==> config.mk <==
export PLATFORM = sky130hd
export DESIGN_NAME = ibb_csr
export DESIGN_NICKNAME = d
export VERILOG_FILES = /design/src/rtl/ibb_pkg.sv /design/src/rtl/ibb_csr.sv
export SDC_FILE = /design/constraint.sdc
export NUM_CORES = 1
export LEC_CHECK = 0
export ABC_AREA = 1
export BUFFER_PORTS_ARGS = -buffer_cell sky130_fd_sc_hd__buf_2
export CORE_MARGIN = 2
export CORE_UTILIZATION = 45
export CTS_BUF_LIST = sky130_fd_sc_hd__clkbuf_16
export CTS_CLUSTER_DIAMETER = 30
export CTS_CLUSTER_SIZE = 28
export DETAILED_ROUTE_END_ITERATION = 6
export HOLD_SLACK_MARGIN = 0.1
export PLACE_DENSITY = 0.66
export SYNTH_ARGS = -nofsm -noshare
export SYNTH_HDL_FRONTEND = slang
export SYNTH_SLANG_ARGS = --single-unit
export TNS_END_PERCENT = 1
==> constraint.sdc <==
create_clock -name clock -period 7.8 [get_ports clock]
set_input_delay 1.17 -clock clock [delete_from_list [all_inputs] [get_ports clock]]
set_output_delay 1.17 -clock clock [all_outputs]
set_load 0.005 [all_outputs]
==> src/rtl/ibb_pkg.sv <==
// ibb_pkg: widths, register indexes and shared structs of the image block binning block
// used by every module in rtl/, depends on nothing

package ibb_pkg;

   localparam int POS_W      = 12;   // input row/column position
   localparam int BIN_W      = 5;    // bin size register
   localparam int ORES_W     = 9;    // output rows/cols register
   localparam int IRES_W     = 13;   // input rows/cols register
   localparam int LIM_W      = 14;   // out_* times bin_* product
   localparam int SUM_W      = 24;   // block sums
   localparam int OIDX_W     = 8;    // out_row / out_col fields
   localparam int CSR_IDX_W  = 3;
   localparam int CSR_DATA_W = 13;
   localparam int RSP_DATA_W = 40;   // bin_sum, out_row, out_col

   typedef enum logic [CSR_IDX_W-1:0] {
      REG_BIN_ROWS = 3'd0,
      REG_BIN_COLS = 3'd1,
      REG_OUT_ROWS = 3'd2,
      REG_OUT_COLS = 3'd3,
      REG_IN_ROWS  = 3'd4,
      REG_IN_COLS  = 3'd5
   } csr_reg_type;

   // clamped configuration and derived limits
   typedef struct packed {
      logic [BIN_W-1:0]  br;
      logic [BIN_W-1:0]  bc;
      logic [ORES_W-1:0] orows;
      logic [ORES_W-1:0] ocols;
      logic [IRES_W-1:0] irows;
      logic [IRES_W-1:0] icols;
      logic [LIM_W-1:0]  row_lim;
      logic [LIM_W-1:0]  col_lim;
   } cfg_type;

   // block counters rebuilt from the positions after a register write
   typedef struct packed {
      logic             load;
      logic [BIN_W-1:0] rb;
      logic [POS_W-1:0] orow;
      logic [BIN_W-1:0] cb;
      logic [POS_W-1:0] ocol;
   } pos_fix_type;

endpackage

==> src/rtl/ibb_csr.sv <==
// ibb_csr: configuration registers with range clamping and registered limit products
// depends on ibb_pkg

module ibb_csr #(
   parameter int MAX_OUT_COLS = 256,
   parameter int MAX_BIN      = 16
) (
   input  logic                              clock,
   input  logic                              reset,
   input  logic                              csr_valid,
   output logic                              csr_ready,
   input  logic [ibb_pkg::CSR_IDX_W-1:0]     csr_index,
   input  logic [ibb_pkg::CSR_DATA_W-1:0]    csr_data,
   output ibb_pkg::cfg_type                  cfg,
   output logic                              recalc
);

   localparam int OCAP = (MAX_OUT_COLS < 256) ? MAX_OUT_COLS : 256;

   function automatic logic [ibb_pkg::BIN_W-1:0] clamp_bin(input logic [ibb_pkg::BIN_W-1:0] v);
      logic [ibb_pkg::BIN_W-1:0] r;
      r = v;
      if (v == '0) r = ibb_pkg::BIN_W'(1);
      else if (int'(v) > MAX_BIN) r = ibb_pkg::BIN_W'(MAX_BIN);
      return r;
   endfunction

   function automatic logic [ibb_pkg::ORES_W-1:0] clamp_out(input logic [ibb_pkg::ORES_W-1:0] v,
                                                            input int hi);
      logic [ibb_pkg::ORES_W-1:0] r;
      r = v;
      if (v == '0) r = ibb_pkg::ORES_W'(1);
      else if (int'(v) > hi) r = ibb_pkg::ORES_W'(hi);
      return r;
   endfunction

   function automatic logic [ibb_pkg::IRES_W-1:0] clamp_in(input logic [ibb_pkg::IRES_W-1:0] v);
      logic [ibb_pkg::IRES_W-1:0] r;
      r = v;
      if (v == '0) r = ibb_pkg::IRES_W'(1);
      else if (int'(v) > 4096) r = ibb_pkg::IRES_W'(4096);
      return r;
   endfunction

   localparam logic [ibb_pkg::BIN_W-1:0]  BIN_RST  = clamp_bin(ibb_pkg::BIN_W'(2));
   localparam logic [ibb_pkg::ORES_W-1:0] OROW_RST = ibb_pkg::ORES_W'(256);
   localparam logic [ibb_pkg::ORES_W-1:0] OCOL_RST = clamp_out(ibb_pkg::ORES_W'(256), OCAP);
   localparam logic [ibb_pkg::IRES_W-1:0] IN_RST   = ibb_pkg::IRES_W'(512);

   logic [ibb_pkg::BIN_W-1:0]  br_ff, bc_ff;
   logic [ibb_pkg::ORES_W-1:0] orows_ff, ocols_ff;
   logic [ibb_pkg::IRES_W-1:0] irows_ff, icols_ff;
   logic [ibb_pkg::LIM_W-1:0]  row_lim_ff, col_lim_ff;
   logic                       recalc_ff;
   logic                       wr;

   assign csr_ready = 1'b1;
   assign wr        = csr_valid;

   always_ff @(posedge clock) begin
      if (reset) begin
         br_ff      <= BIN_RST;
         bc_ff      <= BIN_RST;
         orows_ff   <= OROW_RST;
         ocols_ff   <= OCOL_RST;
         irows_ff   <= IN_RST;
         icols_ff   <= IN_RST;
         row_lim_ff <= ibb_pkg::LIM_W'(OROW_RST) * ibb_pkg::LIM_W'(BIN_RST);
         col_lim_ff <= ibb_pkg::LIM_W'(OCOL_RST) * ibb_pkg::LIM_W'(BIN_RST);
         recalc_ff  <= 1'b0;
      end else begin
         recalc_ff  <= wr;
         row_lim_ff <= ibb_pkg::LIM_W'(orows_ff) * ibb_pkg::LIM_W'(br_ff);
         col_lim_ff <= ibb_pkg::LIM_W'(ocols_ff) * ibb_pkg::LIM_W'(bc_ff);
         if (wr) begin
            case (csr_index)
               ibb_pkg::REG_BIN_ROWS: br_ff    <= clamp_bin(csr_data[ibb_pkg::BIN_W-1:0]);
               ibb_pkg::REG_BIN_COLS: bc_ff    <= clamp_bin(csr_data[ibb_pkg::BIN_W-1:0]);
               ibb_pkg::REG_OUT_ROWS: orows_ff <= clamp_out(csr_data[ibb_pkg::ORES_W-1:0], 256);
               ibb_pkg::REG_OUT_COLS: ocols_ff <= clamp_out(csr_data[ibb_pkg::ORES_W-1:0], OCAP);
               ibb_pkg::REG_IN_ROWS:  irows_ff <= clamp_in(csr_data);
               ibb_pkg::REG_IN_COLS:  icols_ff <= clamp_in(csr_data);
               default: ;
            endcase
         end
      end
   end

   assign recalc      = recalc_ff;
   assign cfg.br      = br_ff;
   assign cfg.bc      = bc_ff;
   assign cfg.orows   = orows_ff;
   assign cfg.ocols   = ocols_ff;
   assign cfg.irows   = irows_ff;
   assign cfg.icols   = icols_ff;
   assign cfg.row_lim = row_lim_ff;
   assign cfg.col_lim = col_lim_ff;

endmodule

==> impl_results.md, run 1 <==
* Status: finished, final reports clean
* Largest cells by area after synthesis: dfxtp_1, nand2_1, fa_1, inv_1, ha_1
* Non-filler cells, final at 1104
* Total grt overflow at 0
* Clock sinks at 83
* Post-CTS setup buffer count at 0
* Core ar. at 12700 sq um
* IO Count at between 100 and 150
* Synth warn at 0
* Sequential share of the synthesized area at ~28%
* Clk root buf: clkbuf_16
* Nets at approximately 1000
* Worst-Margin Slew at roughly 0.85 ns
* Iteration-0 DRC Markers at between 300 and 400
* Avg WL per Cell at between 10 and 15 um
* Final setup TNS at 0 ns
* I/O Buffers at 101
* Cell Pwr Density at 145 nW/um^2
* Via-per-instance ratio at 4.67
* Clk_skew at 0.00537 ns
* Final Hold Vio Count at 0
* First-pass GRT wire length at 23.3 mm
* Total GRT Usage at 20.5%
* RSZ-0062 raised after global routing: no
* Drt first pass iters at 5
* CP startpoint kind: flop
* CTS clk-pin slew, worst paths at 0.07 ns
* Syn nets at 946
* Crit path DAT at 3.82 ns
* Final instance area at 6740 sq um
* Layout area overhead at 15.2%
* Largest net degree at the start of global routing at 61
* Netlist cell types at 23
* Final wirelength at 13.6 mm
* Pwr Total at around 0.00098 W
* Vias in the first global route at 4876
* Placed Instances at 1088
* Yosys top cell area share at between 20 and 30%
* Initial Utilization at 46.2%
* CTS H-tree depth at 3
* Cell Rows at 41
* VDD IR max at about 0.11 mV
* Min-delay worst type: reg2reg
* Routability cong. at 0.906
* Post-synth top area cell: dfxtp_1
* Slew Limit Fails at 0
* Final worst path period share at 45.3%
* CTS tree: done
* CTS buffer count at 9
* Antenna violations before repair at 0
* Die X at 118 um
* Pre-CTS WS at around 4.3 ns
* Fmax at 283 MHz
* Number of routed nets with antenna violations at 0
* Placed Area at roughly 6400 sq um
* Clock Path Buffers at 2
* Inserted Diodes at 0
* Endpoints failing setup at 0
* Share of cells above drive strength 1 at 14.1%
* Die Ht at ~120 um
* Worst r2r path cells at 14
* CP endpoint kind: flop
* Hold Path Depth at 2
* Clk_lat worst skew at between 0.3 and 0.4 ns
* Synth Cell Area at a little under 6000 sq um
* Max Cap Viol at 0
* Leak pwr at ~4.0 nW
* WS Path Type: reg2reg
* Cells after Synth at 841
* Final min period at 3.53 ns
* DR DRC count at 0
* Yosys reg bits at 83
* Setup ws final at 4.27 ns
* Die area at around 14000 sq um
* Total vias in the final route at 5158
* Req. time, crit path at 8.09 ns
* PostCTS Resize Cnt at 0
* Hold buffers post-CTS at 0
* DPL Wire Length at 10.4 mm
* Syn Area/Cell at 6.96 sq um
* Slew margin rel. at 43.1%
* Worst Path Max Fanout at 11
-- cell usage after synthesis, drive strengths merged --
cell and number:
conb 1, nor3 1, or2 4, nand2 229, nor2 81, dfxtp 83
a21oi 61, nand4 2, clkbuf 17, nand3 33, o211ai 1, fa 42
buf 10, o21ai 57, inv 175, ha 44
-- sequential cells by signal (all words and copies together) (netlist names) --
register    count
col_lim_ff     14
row_lim_ff     14
icols_ff       13
irows_ff       13
ocols_ff        9
orows_ff        9
bc_ff           5
br_ff           5
recalc          1
-- where the power goes --
| part | switching, W | total [W] | internal [W] |
|---|---|---|---|
| combinational | 0.0000598 | 0.0000951 | 0.0000354 |
| sequential | 0.0000157 | 0.000453 | 0.000437 |
| clock | 0.000183 | 0.000429 | 0.000247 |
-- cell families (layout without fill, tap and decap cells) --
| family | count (synthesis) | count (layout) | share of synthesized area, % |
|---|---|---|---|
| and+or+nand+nor | 350 | 350 | 24.0 |
| buffers and inverters | 202 | 293 | 13.5 |
| AOI/OAI and AO/OA | 119 | 119 | 10.2 |
| adders and majority gates | 86 | 86 | 23.8 |
| DFF | 83 | 83 | 28.4 |
| other | 1 | 1 | 0.0641 |
-- cell usage in the layout (no fill, tap or decap), drive strengths merged --
cell type  instances
clkinvlp           2
nor3               1
o21ai             57
nand4              2
or2                4
nor2              81
buf              102
nand3             33
a21oi             61
inv              176
clkinv             3
fa                42
clkbuf             9
conb               1
dfxtp             83
nand2            229
o211ai             1
ha                44
bufinv             1
-- per-stage QoR --
stage               hold WS (ns)  util [%]
detailed placement         0.486      50.9
floorplan                  0.482         -
finish                     0.505      53.2
CTS                        0.503      53.2
global placement           0.479      50.9
global route               0.531      53.2
-- critical path: stages (launching register included) --
cell,delay [ns]
dfxtp_1,0.60
nand2_1,0.10
inv_1,0.08
fa_1,0.44
fa_1,0.54
inv_1,0.05
fa_1,0.53
inv_1,0.04
ha_1,0.34
or2_2,0.32
nand2_1,0.10
o21ai_0,0.10
nand2_1,0.09
nand2_1,0.05
nor2_1,0.09
-- cell type report --
cell class	instances	area (sq um)
inverters	175	657
fillers	1265	5930
clock buffers	9	225
repair buffers	102	513
flip-flops and latches	83	1660
clock inverters	7	70.1
multi-input cells	556	3400
well taps	172	215
-- routing by layer --
layer  track usage, %  share of wire (%)
met5                0                  0
met4             6.48                1.6
met3             4.80                6.1
met2             31.6                 43
met1             28.4                 50
-- final timing paths --
| path | slack (ns) | from | endpoint |
|---|---|---|---|
| max | 4.27 | bc_ff[2] | col_lim_ff[8] |
| min | 0.50 | irows_ff[9] | irows_ff[9] |
| max reg2reg | 4.27 | bc_ff[2] | col_lim_ff[8] |
| min reg2reg | 0.50 | irows_ff[9] | irows_ff[9] |
Note: power is estimated with default switching activity, not from simulation.
==> run 2, diff against run 1 <==
PLACE_DENSITY = 0.69   (was 0.66)
clock period = 3 ns   (was 7.8 ns; I/O delays follow)
==> run 2 against run 1 <==
The run now ends with negative setup slack left. Critical path type unchanged. Core utilization increased by 5.8 points. Clock power grew to 2.6 times the previous value. Critical path depth is 1 higher. Hold slack worse by 0.11 ns. Die area unchanged. Routed wire length grew 6.0%. Sequential share of layout area shrank 2.0 points. Combinational power rose to 3.3 times the previous value.
==> impl_results.md, run 2 (synthesis results as in run 1) <==
* Clock Path Buffers at 2 (unchanged)
* First-pass GRT wire length at 24.3 mm (+4.4%)
* Die X at 118 um (unchanged)
* Vias in the first global route at 5118 (+5.0%)
* DR DRC count at 0 (unchanged)
* CTS tree: done
* Pwr Total at 0.00261 W (+170%)
* Core ar. at 12700 sq um (unchanged)
* Avg WL per Cell at 12.4 um (+0.59%)
* IO Count at 103 (unchanged)
* Commonest non-fill, non-tap cell in the layout: nand2_1
* Nets at 1091 (+5.7%)
* Total vias in the final route at 5496 (+6.6%)
* Clk_skew at 0.00655 ns (+0.00118 ns)
* Cell Rows at 41 (unchanged)
* Met3 WL post-DR at 981 um (+18%)
* Worst path bufs/invs at 3 (unchanged)
* CP startpoint kind: flop
* Biggest regs: col_lim_ff (14), row_lim_ff (14)
* CTS H-tree depth at 3 (unchanged)
* Worst-Margin Slew at 0.828 ns (-0.0243 ns)
* Cell Pwr Density at 348 nW/um^2 (+140%)
* Fin Hold WS at 0.391 ns (-0.114 ns)
* Psw at 0.000691 W (+170%)
* Comb pwr share at 12.1% (+2.4 points)
* Initial Utilization at 46.2% (unchanged)
* Final Hold Vio Count at 0 (unchanged)
* Register Area at 1700 sq um (+2.0%)
* Largest net degree at the start of global routing at 61 (unchanged)
* Share of cells above drive strength 1 at 25.0% (+11 points)
* Worst Path Max Fanout at 8 (-3)
* Setup ws final at -0.0860 ns (-4.35 ns)
* Number of routed nets with antenna violations at 0 (unchanged)
* Top Metal Used: met4
* Switching part of the total at 26.5% (+0.13 points)
* Worst path cell trace: nand2_1, inv_1, fa_2, fa_1, inv_1, fa_1, inv_1, ha_4, a21oi_2, nand2_1, nand2_1, nand3_1, nand2_1, nand2_1, nor2_1
* Drt first pass iters at 5 (unchanged)
* CTS buffer count at 9 (unchanged)
* Max Cap Viol at 0 (unchanged)
* Routed met2 length at 6.62 mm (+14%)
* DPL Wire Length at 11.1 mm (+7.1%)
* I/O Buffers at 101 (unchanged)
* M1 WL at 6.59 mm (-2.3%)
* VDD IR max at 0.302 mV (+170%)
* Total GRT Usage at 21.5% (+1.0 points)
* Req. time, crit path at 3.28 ns (-4.81 ns)
* Worst path top cell family by delay: adder cells
* Total grt overflow at 0 (unchanged)
* Slew margin rel. at 44.6% (+1.5 points)
* Layout area overhead at 27.8%
* Failing checks: negative setup slack
* Non-filler cells, final at 1163 (+5.3%)
* Int Pwr at 0.00192 W (+170%)
* RSZ-0062 raised after global routing: yes
* Fill count at 1197 (-5.4%)
* Clock sinks at 83 (unchanged)
* Iteration-0 DRC Markers at 277 (-24%)
* Slowest Stage Delay on Critical Path at 0.52 ns (-0.08 ns)
* CTS clk-pin slew, worst paths at 0.06 ns (about the same)
* Antenna violations before repair at 0 (unchanged)
* Min-delay worst type: in2reg
* Critical Path Most Common Cell: nand2_1
* Leak pwr at 4.37 nW (+8.1%)
* Status: complete, but fails checks
* Clock power frac at 43.3% (-0.6 points)
* Crit path DAT at 3.36 ns (-0.46 ns)
* Multi-input logic area at 3660 sq um (+7.5%)
* Clk_lat worst skew at 0.35 ns (about the same)
* Final wirelength at 14.4 mm (+6.0%)
* Placed Instances at 1141 (+4.9%)
* Routability cong. at 0.887 (-2.1%)
* Inserted Diodes at 0 (unchanged)
* Clk root buf: clkbuf_16
* WS Path Type: reg2reg
* Final min period at 3.09 ns (-0.448 ns)
* Most frequent cells in the layout: nand2_1, inv_1, buf_2
* Worst path slowest cell: fa_1
* Endpoints failing setup at 13 (+13)
* Reg power frac at 44.6% (-1.7 points)
* Fmax at 324 MHz (+15%)
* Die Ht at 118 um (unchanged)
* CP endpoint kind: flop
* Final worst path period share at 103% (+58 points)
* Via-per-instance ratio at 4.73 (+1.1%)
* Slew Limit Fails at 0 (unchanged)
* Die area at 13900 sq um (unchanged)
[run 2: final timing paths]
path | from | endpoint | slack (ns) | depth (start not counted)
setup / recovery | bc_ff[2] | col_lim_ff[12] | -0.09 | 15
hold reg to reg | icols_ff[9] | icols_ff[9] | 0.50 | 2
hold / removal | csr_data[10] | icols_ff[10] | 0.39 | 3
setup reg to reg | bc_ff[2] | col_lim_ff[12] | -0.09 | 15
[run 2: timing repair]
item,in CTS,in global routing
hold buffers,0,0
hold endpoints to repair,0,0
gates resized for setup,25,17
endpoints found under the setup margin,18,18
pin swaps,11,7
buffers inserted,6,0
[run 2: worst min-delay path, cell delays in order]
cell,delay [ns]
buf_2,0.11
nand2_2,0.07
a21oi_1,0.06
[run 2: power groups by stage]
stage / Combinational, W / Sequential (W) / Clock, W
2_1_floorplan: 0.000179 / 0.00119 / 0
3_3_place_gp: 0.000301 / 0.00119 / 0
3_5_place_dp: 0.000304 / 0.00119 / 0
4_1_cts: 0.000314 / 0.00116 / 0.00115
5_1_grt: 0.000357 / 0.00117 / 0.00119
6_report: 0.000316 / 0.00116 / 0.00113
[run 2: area by class of cell]
type / instances / area share [%]
Tap cell: 172 / 2.88
Clock inverter: 7 / 1.02
Timing Repair Buffer: 161 / 12.8
Clock buffer: 9 / 3.01
Multi-Input combinational cell: 556 / 48.9
Sequential cell: 83 / 22.7
Inverter: 175 / 8.78
[run 2: routing by layer]
layer | global-route usage (%) | vias up
li1 | - | 2836
met1 | 28.2 | 2511
met2 | 35.2 | 134
met3 | 4.89 | 15
met4 | 6.78 | 0
met5 | 0 | -
[run 2: metrics by stage]
stage | util (%) | setup slack (ns) | area, sq um | TNS (ns)
final | 59.1 | -0.0860 | 7480 | -0.436
after global routing | 59.1 | -0.261 | 7480 | -3.30
after CTS | 58.6 | -0.0546 | 7420 | -0.390
after detailed placement | 55.2 | -0.243 | 7000 | -2.44
after global placement | 55.2 | -0.190 | 7000 | -1.75
after floorplan | - | -0.0172 | 6070 | -0.123
